`config.mk`:
```
export PLATFORM = sky130hd
export DESIGN_NAME = process_slot_round_robin_scheduler
export DESIGN_NICKNAME = d
export VERILOG_FILES = /design/src/hw/rtl/psrr_pkg.sv /design/src/hw/rtl/psrr_ctrl.sv /design/src/hw/rtl/psrr_dp.sv /design/src/hw/rtl/process_slot_round_robin_scheduler.sv
export SDC_FILE = /design/constraint.sdc
export NUM_CORES = 1
export LEC_CHECK = 0
export ABC_AREA = 1
export ABC_CLOCK_PERIOD_IN_PS = 3300
export BUFFER_PORTS_ARGS = -buffer_cell sky130_fd_sc_hd__buf_2
export CAP_MARGIN = 20
export CORE_MARGIN = 4
export CORE_UTILIZATION = 30
export CTS_CLUSTER_SIZE = 10
export DETAILED_ROUTE_END_ITERATION = 16
export HOLD_SLACK_MARGIN = 0.03
export PLACE_DENSITY = 0.52
export SKIP_LAST_GASP = 1
export SLEW_MARGIN = 20
export SYNTH_ARGS = -nofsm -noshare
export SYNTH_HDL_FRONTEND = slang
export SYNTH_SLANG_ARGS = --single-unit
```
`constraint.sdc`:
```
create_clock -name clk -period 3.3 [get_ports clk]
set_input_delay 0.165 -clock clk [delete_from_list [all_inputs] [get_ports clk]]
set_output_delay 0.165 -clock clk [all_outputs]
set_load 0.01 [all_outputs]
```
`src/hw/rtl/psrr_pkg.sv`:
```
package psrr_pkg;

	localparam int SLOTS = 8;
	localparam int SLOT_W = (SLOTS > 1) ? $clog2(SLOTS) : 1;
	localparam int PID_W = 4;

	typedef logic [1:0] slot_st_t;

	localparam slot_st_t ST_UNUSED = 2'd0;
	localparam slot_st_t ST_RUN    = 2'd1;
	localparam slot_st_t ST_EXITED = 2'd2;

	localparam logic [1:0] MODE_CREATE = 2'd0;
	localparam logic [1:0] MODE_EXIT   = 2'd1;
	localparam logic [1:0] MODE_YIELD  = 2'd2;
	localparam logic [1:0] MODE_WAIT   = 2'd3;

	localparam logic [1:0] STAT_OK      = 2'd0;
	localparam logic [1:0] STAT_FULL    = 2'd1;
	localparam logic [1:0] STAT_NOTASK  = 2'd2;
	localparam logic [1:0] STAT_PENDING = 2'd3;

	typedef struct packed {
		logic [1:0]       mode;
		logic [PID_W-1:0] target_pid;
	} req_t;

	typedef struct packed {
		logic [1:0]       status;
		logic [PID_W-1:0] new_pid;
		logic             switched;
		logic [PID_W-1:0] current_pid;
	} rsp_t;

	typedef struct packed {
		logic load;
		logic exec;
	} cmd_t;

	// idle slot carries id 0, slot s>0 carries id s+1
	function automatic logic [PID_W-1:0] slot_id(input logic [SLOT_W-1:0] s);
		logic [SLOT_W:0] w;
		w = {1'b0, s} + {{SLOT_W{1'b0}}, 1'b1};
		if (s == '0)
			return '0;
		return PID_W'(w);
	endfunction

endpackage

```
`src/hw/rtl/psrr_ctrl.sv`:
```
module psrr_ctrl (
	input  logic            clk,
	input  logic            arst_n,
	input  logic            start,
	output logic            busy,
	output logic            done,
	output psrr_pkg::cmd_t  cmd
);

	localparam logic S_IDLE = 1'b0;
	localparam logic S_EXEC = 1'b1;

	logic state_q;
	logic state_d;
	logic done_q;

	assign busy = (state_q != S_IDLE);
	assign done = done_q;
	assign cmd.load = start && (state_q == S_IDLE);
	assign cmd.exec = (state_q == S_EXEC);

	always_comb begin
		state_d = state_q;
		unique case (state_q)
			S_IDLE: begin
				if (start)
					state_d = S_EXEC;
			end
			S_EXEC: begin
				state_d = S_IDLE;
			end
			default: begin
				state_d = S_IDLE;
			end
		endcase
	end

	always_ff @(posedge clk or negedge arst_n) begin
		if (!arst_n) begin
			state_q <= S_IDLE;
			done_q  <= 1'b0;
		end else begin
			state_q <= state_d;
			done_q  <= cmd.exec;
		end
	end

	a_done_not_busy: assert property (@(posedge clk) disable iff (!arst_n)
		done |-> !busy) else $error("result strobe while busy");
	a_accept_busy: assert property (@(posedge clk) disable iff (!arst_n)
		(start && !busy) |=> busy) else $error("item accepted but not busy");
	a_busy_done: assert property (@(posedge clk) disable iff (!arst_n)
		busy |=> done) else $error("execute cycle gave no result");

endmodule

```
`src/hw/rtl/psrr_dp.sv`:
```
module psrr_dp (
	input  logic            clk,
	input  logic            arst_n,
	input  psrr_pkg::cmd_t  cmd,
	input  psrr_pkg::req_t  req,
	output psrr_pkg::rsp_t  rsp
);

	psrr_pkg::slot_st_t slot_state_q [psrr_pkg::SLOTS];
	psrr_pkg::slot_st_t slot_state_d [psrr_pkg::SLOTS];
	logic [psrr_pkg::SLOT_W-1:0] current_q;
	logic [psrr_pkg::SLOT_W-1:0] current_d;
	psrr_pkg::req_t req_q;
	psrr_pkg::rsp_t rsp_q;
	psrr_pkg::rsp_t rsp_d;

	logic free_hit, hi_hit, lo_hit, match_hit;
	logic [psrr_pkg::SLOT_W-1:0] free_idx, hi_idx, lo_idx, match_idx, yield_idx;

	// parallel priority searches over the slot table
	always_comb begin
		free_hit  = 1'b0;
		hi_hit    = 1'b0;
		lo_hit    = 1'b0;
		match_hit = 1'b0;
		free_idx  = '0;
		hi_idx    = '0;
		lo_idx    = '0;
		match_idx = '0;
		for (int i = 0; i < psrr_pkg::SLOTS; i++) begin
			if (!free_hit && slot_state_q[i] == psrr_pkg::ST_UNUSED) begin
				free_hit = 1'b1;
				free_idx = psrr_pkg::SLOT_W'(i);
			end
			if (!hi_hit && i > int'(current_q) && slot_state_q[i] == psrr_pkg::ST_RUN) begin
				hi_hit = 1'b1;
				hi_idx = psrr_pkg::SLOT_W'(i);
			end
			if (!lo_hit && i != 0 && i <= int'(current_q)
					&& slot_state_q[i] == psrr_pkg::ST_RUN) begin
				lo_hit = 1'b1;
				lo_idx = psrr_pkg::SLOT_W'(i);
			end
			if (!match_hit && slot_state_q[i] != psrr_pkg::ST_UNUSED
					&& psrr_pkg::slot_id(psrr_pkg::SLOT_W'(i)) == req_q.target_pid) begin
				match_hit = 1'b1;
				match_idx = psrr_pkg::SLOT_W'(i);
			end
		end
		yield_idx = hi_hit ? hi_idx : (lo_hit ? lo_idx : '0);
	end

	always_comb begin
		slot_state_d = slot_state_q;
		current_d    = current_q;
		rsp_d.status   = psrr_pkg::STAT_OK;
		rsp_d.new_pid  = '0;
		rsp_d.switched = 1'b0;
		unique case (req_q.mode)
			psrr_pkg::MODE_CREATE: begin
				if (free_hit) begin
					slot_state_d[free_idx] = psrr_pkg::ST_RUN;
					rsp_d.new_pid = psrr_pkg::slot_id(free_idx);
				end else begin
					rsp_d.status = psrr_pkg::STAT_FULL;
				end
			end
			psrr_pkg::MODE_EXIT: begin
				slot_state_d[current_q] = psrr_pkg::ST_EXITED;
			end
			psrr_pkg::MODE_YIELD: begin
				current_d = yield_idx;
				rsp_d.switched = (yield_idx != current_q);
			end
			psrr_pkg::MODE_WAIT: begin
				if (!match_hit) begin
					rsp_d.status = psrr_pkg::STAT_NOTASK;
				end else if (slot_state_q[match_idx] == psrr_pkg::ST_EXITED) begin
					slot_state_d[match_idx] = psrr_pkg::ST_UNUSED;
				end else begin
					current_d = yield_idx;
					rsp_d.switched = (yield_idx != current_q);
					rsp_d.status = psrr_pkg::STAT_PENDING;
				end
			end
			default: begin
				rsp_d.status = psrr_pkg::STAT_OK;
			end
		endcase
		rsp_d.current_pid = psrr_pkg::slot_id(current_d);
	end

	always_ff @(posedge clk or negedge arst_n) begin
		if (!arst_n) begin
			for (int i = 0; i < psrr_pkg::SLOTS; i++)
				slot_state_q[i] <= (i == 0) ? psrr_pkg::ST_RUN : psrr_pkg::ST_UNUSED;
			current_q <= '0;
		end else if (cmd.exec) begin
			slot_state_q <= slot_state_d;
			current_q    <= current_d;
		end
	end

	always_ff @(posedge clk) begin
		if (cmd.load)
			req_q <= req;
		if (cmd.exec)
			rsp_q <= rsp_d;
	end

	assign rsp = rsp_q;

	a_cur_range: assert property (@(posedge clk) disable iff (!arst_n)
		int'(current_q) < psrr_pkg::SLOTS) else $error("current slot out of range");
	a_exit_marks: assert property (@(posedge clk) disable iff (!arst_n)
		(cmd.exec && req_q.mode == psrr_pkg::MODE_EXIT)
		|=> slot_state_q[$past(current_q)] == psrr_pkg::ST_EXITED)
		else $error("exit did not mark current slot");

endmodule

```
`src/hw/rtl/process_slot_round_robin_scheduler.sv`:
```
// channel  | handshake        | payload
// request  | start / busy     | req  (mode, target_pid)
// result   | done (1 cycle)   | rsp  (status, new_pid, switched, current_pid)
//
// The request is latched first; the slot table is then searched and updated,
// and done pulses in the cycle after that.
// A new item may be accepted in the same cycle that done is high.
// Reset: slot 0 runnable, all other slots unused, slot 0 current.
// The result is shown for one cycle only; the receiver cannot stall.
module process_slot_round_robin_scheduler (
	input  logic            clk,
	input  logic            arst_n,
	input  logic            start,
	output logic            busy,
	input  psrr_pkg::req_t  req,
	output logic            done,
	output psrr_pkg::rsp_t  rsp
);

	psrr_pkg::cmd_t cmd;

	psrr_ctrl u_ctrl (
		.clk    (clk),
		.arst_n (arst_n),
		.start  (start),
		.busy   (busy),
		.done   (done),
		.cmd    (cmd)
	);

	psrr_dp u_dp (
		.clk    (clk),
		.arst_n (arst_n),
		.cmd    (cmd),
		.req    (req),
		.rsp    (rsp)
	);

endmodule

```
==> impl_metrics.json, run 1 <==
{
  "final_nets": 406,
  "die_h_um": 104,
  "clk_path_buf_depth": 2,
  "crit_cells": 17,
  "diodes": 0,
  "ys_warn_count": 0,
  "synth_area_mm2": 0.00274,
  "synth_edf_count": 17,
  "cp_top_family": "simple AND/OR/NAND/NOR gates",
  "cp_max_fo": 11,
  "cp_slowest_cell": "dfrtp_1",
  "synth.most_common_cell": "nand2_1",
  "hold_viol": 0,
  "finalNonFillerCells": 499,
  "cpMostUsedCell": "nand2_1",
  "numPortBuffers": 21,
  "core_area_mm2": 0.00881,
  "yosysUniqueCellTypes": 41,
  "io_pins": 22,
  "cts_buffers": 5,
  "final.setup_skew_ns": 0.00986,
  "drive_gt1_share_pct": 24.8,
  "ff_latch_area_mm2": 0.00104,
  "critical-path-max-stage-delay_ns": 0.52,
  "ant_nets": 0,
  "antenna_found_initial": 0,
  "clock_sinks": 38,
  "synth_ff_type": "dfrtp_1",
  "first_pass_iters": 5,
  "fmax_mhz": 369,
  "multi_input_area_mm2": 0.00143,
  "via_per_inst": 5.14,
  "synth.largest_area_cell": "edfxtp_1",
  "dr.first_iter.drc_count": 150,
  "fillers": 945,
  "syn_area_per_cell_um2": 7.59,
  "synth_common_cells": "68 x nand2_1, 42 x inv_1, 29 x nand3_1, 29 x nor2_1, 24 x a21oi_1",
  "power_density_mw_per_mm2": 711,
  "grt_pass1_vias": 2471,
  "finalSetupViolations": 0,
  "start_kind": "flip-flop",
  "ys_ff_latch": 38,
  "met2_usage_pct": 22.7,
  "place_inst": 486,
  "grt_util_met3_pct": 2.30,
  "synth_fp_nets": 377,
  "cts-htree-levels": 2,
  "dpl_cell_area_mm2": 0.00296,
  "synth_cells": 361,
  "cts_root_buf": "clkbuf_8",
  "grt_use_met1_pct": 18.7,
  "grt_max_degree": 22,
  "drv_cap": 0,
  "reg2regPathDepth": 17,
  "period_share_pct": 82.2,
  "drv_slew": 0,
  "period_needed_ns": 2.71,
  "die_w_um": 104,
  "rsz0062_at_grt": "no",
  "dieArea_mm2": 0.0107,
  "globalplace.congestion": 0.930,
  "top_usage_layer": "met2",
  "crit_chain": "inv_1, nand3_1, nand2_2, o21ai_1, nor2_1, nand2_1, nor2_2, nand3_2, a21oi_2, nand2_1, nand2_1, nand2_2, inv_1, ha_1, nand2_2, nand2_1, nor2_2",
  "fin_area_mm2": 0.00315,
  "cp.arrival_ns": 2.78,
  "status": "finished, final reports clean",
  "relSlewSlack_pct": 49.6,
  "dp_hpwl_um": 5400,
  "path_class": "flip-flop to flip-flop",
  "area_delta_synth_final_pct": 14.7,
  "synth_area_leaders": "edfxtp_1 19%, dfrtp_1 18%, nand2_1 9.3%",
  "wl_um": 7130,
  "tightest_slew_ns": 0.757,
  "drc_errors": 0,
  "cts_setup_buffers": 0,
  "cts_tree": "done",
  "row_count": 34,
  "peakVddDrop_mv": 0.267,
  "start_util_pct": 31.1,
  "route.vias.total": 2564,
  "cts_hold_buf": 5,
  "hp-class": "input pin to flip-flop",
  "critPathCaptureType": "flip-flop",
  "cp.required_ns": 3.37,
  "grt_overflow_total": 0,
  "p_leak_nw": 1.48,
  "grt_pass1_wl_um": 12300,
  "setup_tns_ns": 0,
  "wire_per_inst_um": 14.3,
  "hold_path_depth": 1,
  "path_buf_inv": 2,
  "clk_pin_slew_ns": 0.08,
  "synth-seq-area-share_pct": 37.8,
  "clk_latency_ns": 0.30,
  "async_reset_ff_share_pct": 55.3,
  "synth_top_area_share_pct": 18.6,
  "grtUsageTotal_pct": 13.8,
  "cts_resized": 0
}
[through the flow]
stage	power [mW]	hold slack, ns	worst slack (ns)	util (%)
finish	2.24	0.0360	0.589	35.7
detailed placement	1.74	0.174	0.590	33.6
global placement	1.74	0.180	0.607	33.6
global route	2.44	0.0347	0.276	35.7
CTS	2.25	0.0315	0.582	35.7
floorplan	1.51	-0.131	1.09	-
[power breakdown]
part           internal (mW)  switching [mW]  leakage [nW]  total, mW
clock                  0.303           0.192        0.0683      0.496
sequential             0.600           0.102         0.446      0.702
combinational          0.349           0.691         0.961       1.04
total                   1.25           0.985          1.48       2.24
[cell usage in the layout, fill, tap and decap left out, types with 9 or more instances in the layout]
| cell type | n |
|---|---|
| a21oi_1 | 24 |
| a21oi_2 | 9 |
| buf_2 | 21 |
| dfrtp_1 | 20 |
| edfxtp_1 | 17 |
| inv_1 | 42 |
| inv_2 | 15 |
| nand2_1 | 68 |
| nand2_2 | 10 |
| nand3_1 | 29 |
| nand3_2 | 9 |
| nor2_1 | 29 |
| nor2_2 | 10 |
| o21ai_0 | 13 |
| o22ai_1 | 13 |
[worst paths after layout]
check | from | slack [ns] | to
min | req[4] | 0.04 | u_dp.req_q[4]
max in group asynchronous | arst_n | 2.56 | u_dp.slot_state_q[11]
max | u_dp.current_q[2] | 0.59 | u_dp.rsp[2]
min in group asynchronous | arst_n | 0.37 | u_dp.slot_state_q[12]
min reg2reg | u_dp.slot_state_q[0] | 0.54 | u_dp.slot_state_q[0]
max reg2reg | u_dp.current_q[2] | 0.59 | u_dp.rsp[2]
[worst register-to-register path, stage by stage, from the launching register on]
cell and delay [ns]:
dfrtp_1 0.52, inv_1 0.27, nand3_1 0.19, nand2_2 0.16, o21ai_1 0.12, nor2_1 0.10
nand2_1 0.09, nor2_2 0.18, nand3_2 0.13, a21oi_2 0.13, nand2_1 0.06, nand2_1 0.07
nand2_2 0.07, inv_1 0.07, ha_1 0.15, nand2_2 0.07, nand2_1 0.08, nor2_2 0.03
[cells by family (layout without fill, tap and decap cells)]
kind of cell | after synthesis | in the layout | share of synthesized area (%)
AO/OA/AOI/OAI | 76 | 76 | 17.3
flip-flops | 38 | 38 | 37.8
AND/OR/NAND/NOR | 172 | 172 | 31.0
adder cells (fa/ha/maj) | 7 | 7 | 3.19
XOR/XNOR | 2 | 2 | 0.639
buffers and inverters | 66 | 96 | 9.95
[cell type report]
type | instances | share of cell area [%]
multi-input cells | 257 | 45.5
flip-flops and latches | 38 | 33.0
inverters | 59 | 7.20
repair buffers | 29 | 5.65
well taps | 108 | 4.30
clock buffers | 5 | 2.19
clock inverters | 3 | 2.19
[per-layer routing]
metal | wire (µm) | up-vias
li1 | - | 1261
met1 | 3380 | 1209
met2 | 3280 | 76
met3 | 320 | 18
met4 | 150 | 0
met5 | 0 | -
[registers in the layout, indices dropped and copies added (netlist names)]
| register | cells |
|---|---|
| u_ctrl.done | 1 |
| u_dp.current_q | 3 |
| u_dp.slot_state_q | 16 |
| u_dp.req_q | 6 |
| u_dp.rsp | 11 |
| u_ctrl.busy | 1 |
Note: power is estimated with default switching activity, not from simulation.
==> run 2, diff against run 1 <==
- ABC_CLOCK_PERIOD_IN_PS: 3300 -> 2700
- clock period: 3.3 -> 2.7 ns (I/O delays scaled with it)
==> run 2 against run 1 <==
Sequential share of layout area is 0.36 points lower. Die area stayed put. Critical path depth stayed put. Core utilization is 0.48 points higher. Combinational power is 25% higher. Total power is 14% higher. Design area is 1.4% higher. Hold slack better by 0.12 ns. Flip-flop and latch count stayed put. Sequential power is 23% higher. Clock-buffer cell count is 2 higher. First-iteration DRC count is 3.3% lower. Critical endpoint is now u_dp.rsp[1]. Largest cell class unchanged. Highest routed layer unchanged.
==> impl_metrics.json, run 2 (synthesis results as in run 1) <==
{
  "status": "finished, final reports clean",
  "numPortBuffers": 21,
  "dp_worst_setup_slack_ns": 0.103,
  "hp-start": "start",
  "finalSetupViolations": 0,
  "route.vias.total": 2476,
  "grt_use_met1_pct": 18.4,
  "met2_usage_pct": 24.0,
  "cp_max_fo": 5,
  "dieArea_mm2": 0.0107,
  "wire_per_inst_um": 14.2,
  "p_leak_nw": 1.48,
  "top_register": "u_dp.slot_state_q",
  "start_util_pct": 31.1,
  "cts_buffers": 5,
  "r2r-end": "u_dp.rsp[1]",
  "drv_slew": 0,
  "critical-path-max-stage-delay_ns": 0.47,
  "clk_path_buf_depth": 2,
  "row_count": 34,
  "critPathCaptureType": "flip-flop",
  "period_share_pct": 91.2,
  "r2r_slack_ns": 0.24,
  "cp_top_family": "simple AND/OR/NAND/NOR gates",
  "first_pass_iters": 4,
  "tightest_slew_ns": 0.519,
  "grt_pass1_vias": 2447,
  "drc_errors": 0,
  "drive_gt1_share_pct": 26.9,
  "peakVddDrop_mv": 0.327,
  "hold-worst-slack_ns": 0.159,
  "final_nets": 413,
  "cts_root_buf": "clkbuf_8",
  "wl_um": 7170,
  "clock_sinks": 38,
  "r2r-start": "u_dp.req_q[0]",
  "final_cell_mix": "68 x nand2_1, 40 x inv_1, 28 x nand3_1, 28 x nor2_1, 23 x a21oi_1",
  "drv_cap": 0,
  "path_class": "flip-flop to flip-flop",
  "final_common_cell": "nand2_1",
  "clk_pin_slew_ns": 0.08,
  "fillers": 914,
  "diodes": 0,
  "power_density_mw_per_mm2": 800,
  "reg2regPathDepth": 17,
  "core_area_mm2": 0.00881,
  "grtUsageTotal_pct": 13.9,
  "rsz0062_at_grt": "no",
  "period_needed_ns": 2.46,
  "cp.required_ns": 2.77,
  "start_kind": "flip-flop",
  "fmax_mhz": 406,
  "grt_util_met3_pct": 2.18,
  "setup_tns_ns": 0,
  "grt_pass1_wl_um": 12300,
  "crit_chain": "nor2_4, nand3_2, nand2_1, nor2_2, nand3_2, nor2_2, nor2_2, nand3_2, nand2_4, nand3_4, nand2_2, nand2_1, nand2_2, inv_1, ha_1, nand2_1, inv_1",
  "grt_overflow_total": 0,
  "cts_tree": "done",
  "area_delta_synth_final_pct": 16.3,
  "clk_latency_ns": 0.30,
  "die_w_um": 104,
  "ant_nets": 0,
  "cts_setup_buffers": 0,
  "grt_max_degree": 22,
  "whs_endpoint": "u_ctrl.busy",
  "hold_path_depth": 3,
  "final.setup_skew_ns": 0.0128,
  "hold_viol": 0,
  "globalplace.congestion": 0.937,
  "largest_reg_flops": 16,
  "path_buf_inv": 2,
  "io_pins": 22,
  "dp_hpwl_um": 5470,
  "setup_ws_ns": 0.239,
  "die_h_um": 104,
  "relSlewSlack_pct": 65.4,
  "cts-htree-levels": 2,
  "cp_slowest_cell": "edfxtp_1",
  "via_per_inst": 4.89,
  "dr.first_iter.drc_count": 145,
  "hp-class": "input pin to flip-flop",
  "antenna_found_initial": 0,
  "cp.arrival_ns": 2.53,
  "top_usage_layer": "met2"
}
-- run 2: final cells by class --
class / count / area, µm² / share of cell area [%]
clock inverter: 1 / 7.51 / 0.235
sequential: 38 / 1040 / 32.6
clock buffer: 7 / 76.3 / 2.39
tap: 108 / 135 / 4.24
multi-input combinational: 257 / 1450 / 45.6
inverter: 59 / 229 / 7.18
timing repair buffer: 36 / 248 / 7.77
-- run 2: worst max-delay path by stage --
| stage | from | to | slack, ns | depth (start not counted) |
|---|---|---|---|---|
| floorplan | u_dp.req_q[0] | u_dp.rsp[1] | 0.49 | 17 |
| global placement | u_dp.current_q[2] | u_dp.rsp[2] | 0.07 | 17 |
| detailed placement | u_dp.current_q[2] | u_dp.rsp[1] | 0.10 | 16 |
| CTS | u_dp.current_q[2] | u_dp.rsp[1] | 0.09 | 16 |
| global route | u_dp.slot_state_q[13] | u_dp.rsp[1] | 0.001 | 17 |
| finish | u_dp.req_q[0] | u_dp.rsp[1] | 0.24 | 17 |
-- run 2: worst register-to-register path: cells and delay by family, from the launching register on --
| kind | cells | cell delay (ns) |
|---|---|---|
| fa+ha+maj | 1 | 0.28 |
| buf+inv | 2 | 0.10 |
| flops | 1 | 0.47 |
| simple gates | 14 | 1.38 |
-- run 2: report_power, final --
part	switching [mW]	internal [mW]
Sequential	0.123	0.737
Combinational	0.846	0.452
Clock	0.210	0.183
-- run 2: repair_timing --
action                     in CTS  in global routing
hold endpoints to repair       26                  0
hold buffers                    7                  0
setup endpoints to repair       0                  3
resized for setup               0                 10
-- run 2: metal layers --
metal / vias up / wire length [µm]
li1: 1272 / -
met1: 1136 / 3340
met5: - / 0
met3: 5 / 321
met4: 0 / 56
met2: 63 / 3450
-- run 2: per-stage QoR --
stage                     instance area (µm²)  util, %  cells  power, mW
final                                    3190     36.2    506       2.55
after detailed placement                 3010     34.2    491       2.15
after floorplan                          2740        -    361       1.85
after global placement                   3010     34.2    491       2.14
after CTS                                3160     35.9    506       2.55
after global routing                     3190     36.2    506       2.80
==> run 3, diff against run 2 <==
- BUFFER_PORTS_ARGS: -buffer_cell sky130_fd_sc_hd__buf_2 -> -buffer_cell sky130_fd_sc_hd__buf_4
==> run 3 against run 2 <==
Final cell count stayed put. Non-clock buffer count stayed put. Clock-buffer cell count is 1 lower. Sequential share of layout area is 0.32 points lower. Die area stayed put. Wire length is 1.3% higher. Core utilization is 0.36 points higher. Setup slack hardly changed. Critical endpoint is now u_dp.rsp[2]. Highest routed layer unchanged.
==> impl_metrics.json, run 3 (synthesis results as in run 1) <==
{
  "core_area_mm2": 0.00881,
  "dr.first_iter.drc_count": 189,
  "clk_latency_ns": 0.30,
  "ant_nets": 0,
  "die_w_um": 104,
  "grt_pass1_vias": 2434,
  "drv_cap": 0,
  "start_kind": "flip-flop",
  "power_switching_share_pct": 46.0,
  "globalplace.congestion": 0.942,
  "wl_met3_um": 305,
  "cpMostUsedCell": "nand2_1",
  "p_comb_share_pct": 50.7,
  "route.vias.total": 2533,
  "relSlewSlack_pct": 66.9,
  "path_class": "flip-flop to flip-flop",
  "drv_slew": 0,
  "cts_buffers": 5,
  "tightest_slew_ns": 0.495,
  "io_pins": 22,
  "p_leak_nw": 1.50,
  "cp.arrival_ns": 2.52,
  "first_pass_iters": 7,
  "fillers": 931,
  "clk_path_buf_depth": 2,
  "power_density_mw_per_mm2": 810,
  "critPathCaptureType": "flip-flop",
  "period_needed_ns": 2.46,
  "clk_pin_slew_ns": 0.08,
  "grt_pass1_wl_um": 12200,
  "highest_layer": "met4",
  "p_int_mw": 1.41,
  "via_per_inst": 5.01,
  "critical-path-max-stage-delay_ns": 0.47,
  "diodes": 0,
  "place_inst": 491,
  "die_h_um": 104,
  "grt_overflow_total": 0,
  "peakVddDrop_mv": 0.303,
  "row_count": 34,
  "p_clk_share_pct": 16.5,
  "top_register": "u_dp.slot_state_q",
  "dp_hpwl_um": 5570,
  "hold_viol": 0,
  "met2_length_um": 3400,
  "switchingPower_mw": 1.20,
  "hp-class": "input pin to flip-flop",
  "cp.required_ns": 2.76,
  "grtUsageTotal_pct": 13.9,
  "final.setup_skew_ns": 0.00400,
  "crit_chain": "inv_2, nand3_1, nand2_2, o21ai_1, nor2_1, nand2_1, nor2_2, nand3_2, a21oi_2, nand2_1, nand2_1, nand2_2, inv_1, ha_1, nand2_2, nand2_1, nor2_2",
  "wire_per_inst_um": 14.4,
  "finalSetupViolations": 0,
  "area_delta_synth_final_pct": 17.4,
  "dieArea_mm2": 0.0107,
  "cts_root_buf": "clkbuf_8",
  "wl_um": 7260,
  "wl_met1_um": 3460,
  "final_cell_mix": "68 x nand2_1, 41 x inv_1, 29 x nand3_1, 29 x nor2_1, 28 x buf_4",
  "seqPwrFrac_pct": 32.8,
  "final_common_cell": "nand2_1",
  "fmax_mhz": 406,
  "drc_errors": 0,
  "largest_reg_flops": 16,
  "grt_max_degree": 22,
  "cp_slowest_cell": "dfrtp_2",
  "cts_tree": "done",
  "fin_util_pct": 36.6,
  "clock_sinks": 38,
  "multi_input_area_mm2": 0.00143,
  "ff_latch_area_mm2": 0.00104,
  "final_nets": 413,
  "antenna_found_initial": 0,
  "period_share_pct": 91.1,
  "cts-htree-levels": 2,
  "cp_max_fo": 7,
  "rsz0062_at_grt": "yes",
  "drive_gt1_share_pct": 26.4,
  "status": "finished, final reports clean",
  "numPortBuffers": 21,
  "finalNonFillerCells": 506,
  "start_util_pct": 31.1
}
==> run 3: cell count changes in the layout (fill, tap and decap cells not counted), moves of 2 or more <==
cell | before | now
nor2_4 | 4 | 2
buf_2 | 21 | 0
buf_4 | 7 | 28
clkbuf_1 | 2 | 0
==> run 3: worst max-delay path, delay by kind of cell, from the launching register on <==
kind / cells / cell delay (ns)
flops: 1 / 0.47
buf+inv: 2 / 0.22
compound gates: 2 / 0.24
fa+ha+maj: 1 / 0.15
simple gates: 12 / 1.14
==> run 3: timing repair <==
action / CTS / global route
gates resized for setup: 0 / 4
hold buffers: 7 / 0
endpoints found under the setup margin: 0 / 4
setup buffers: 0 / 0
hold endpoints to repair: 27 / 0
==> run 3: path summary, 6_finish.rpt <==
kind                                      start                    end  slack [ns]  cells after the start
min reg2reg                u_dp.slot_state_q[0]   u_dp.slot_state_q[0]        0.54                      2
min                                       start            u_ctrl.busy        0.16                      3
max                           u_dp.current_q[2]            u_dp.rsp[2]        0.24                     17
max in group asynchronous                arst_n  u_dp.slot_state_q[14]        2.15                      2
max reg2reg                   u_dp.current_q[2]            u_dp.rsp[2]        0.24                     17
min in group asynchronous                arst_n            u_ctrl.busy        0.27                      2
==> run 3: area by class of cell <==
| class | count | share of cell area (%) |
|---|---|---|
| Clock buffer | 6 | 2.57 |
| Clock inverter | 2 | 0.389 |
| Inverter | 59 | 7.03 |
| Multi-Input combinational cell | 257 | 44.5 |
| Sequential cell | 38 | 32.3 |
| Tap cell | 108 | 4.20 |
| Timing Repair Buffer | 36 | 9.06 |
==> run 3: layer usage <==
metal / vias up / global-route usage, %
met2: 77 / 22.9
met5: - / 0
li1: 1272 / -
met3: 16 / 2.92
met4: 0 / 3.89
met1: 1168 / 18.5
==> run 3: through the flow <==
step	setup TNS (ns)	power (mW)	setup slack [ns]	hold WS, ns	instance area (µm²)
2_1_floorplan	0	1.85	0.486	-0.161	2740
3_3_place_gp	0	2.16	0.111	0.0556	3050
3_5_place_dp	0	2.16	0.117	0.0551	3050
4_1_cts	0	2.61	0.0988	0.170	3210
5_1_grt	-0.00513	2.85	-0.00513	0.186	3220
6_report	0	2.61	0.239	0.159	3220
==> run 3: power groups by stage <==
stage                     logic, mW  registers, mW  clock network [mW]
final                          1.32          0.855               0.431
after global routing           1.51          0.870               0.473
after CTS                      1.32          0.849               0.443
after detailed placement       1.30          0.862                   0
after global placement         1.30          0.861                   0
after floorplan                1.01          0.835                   0
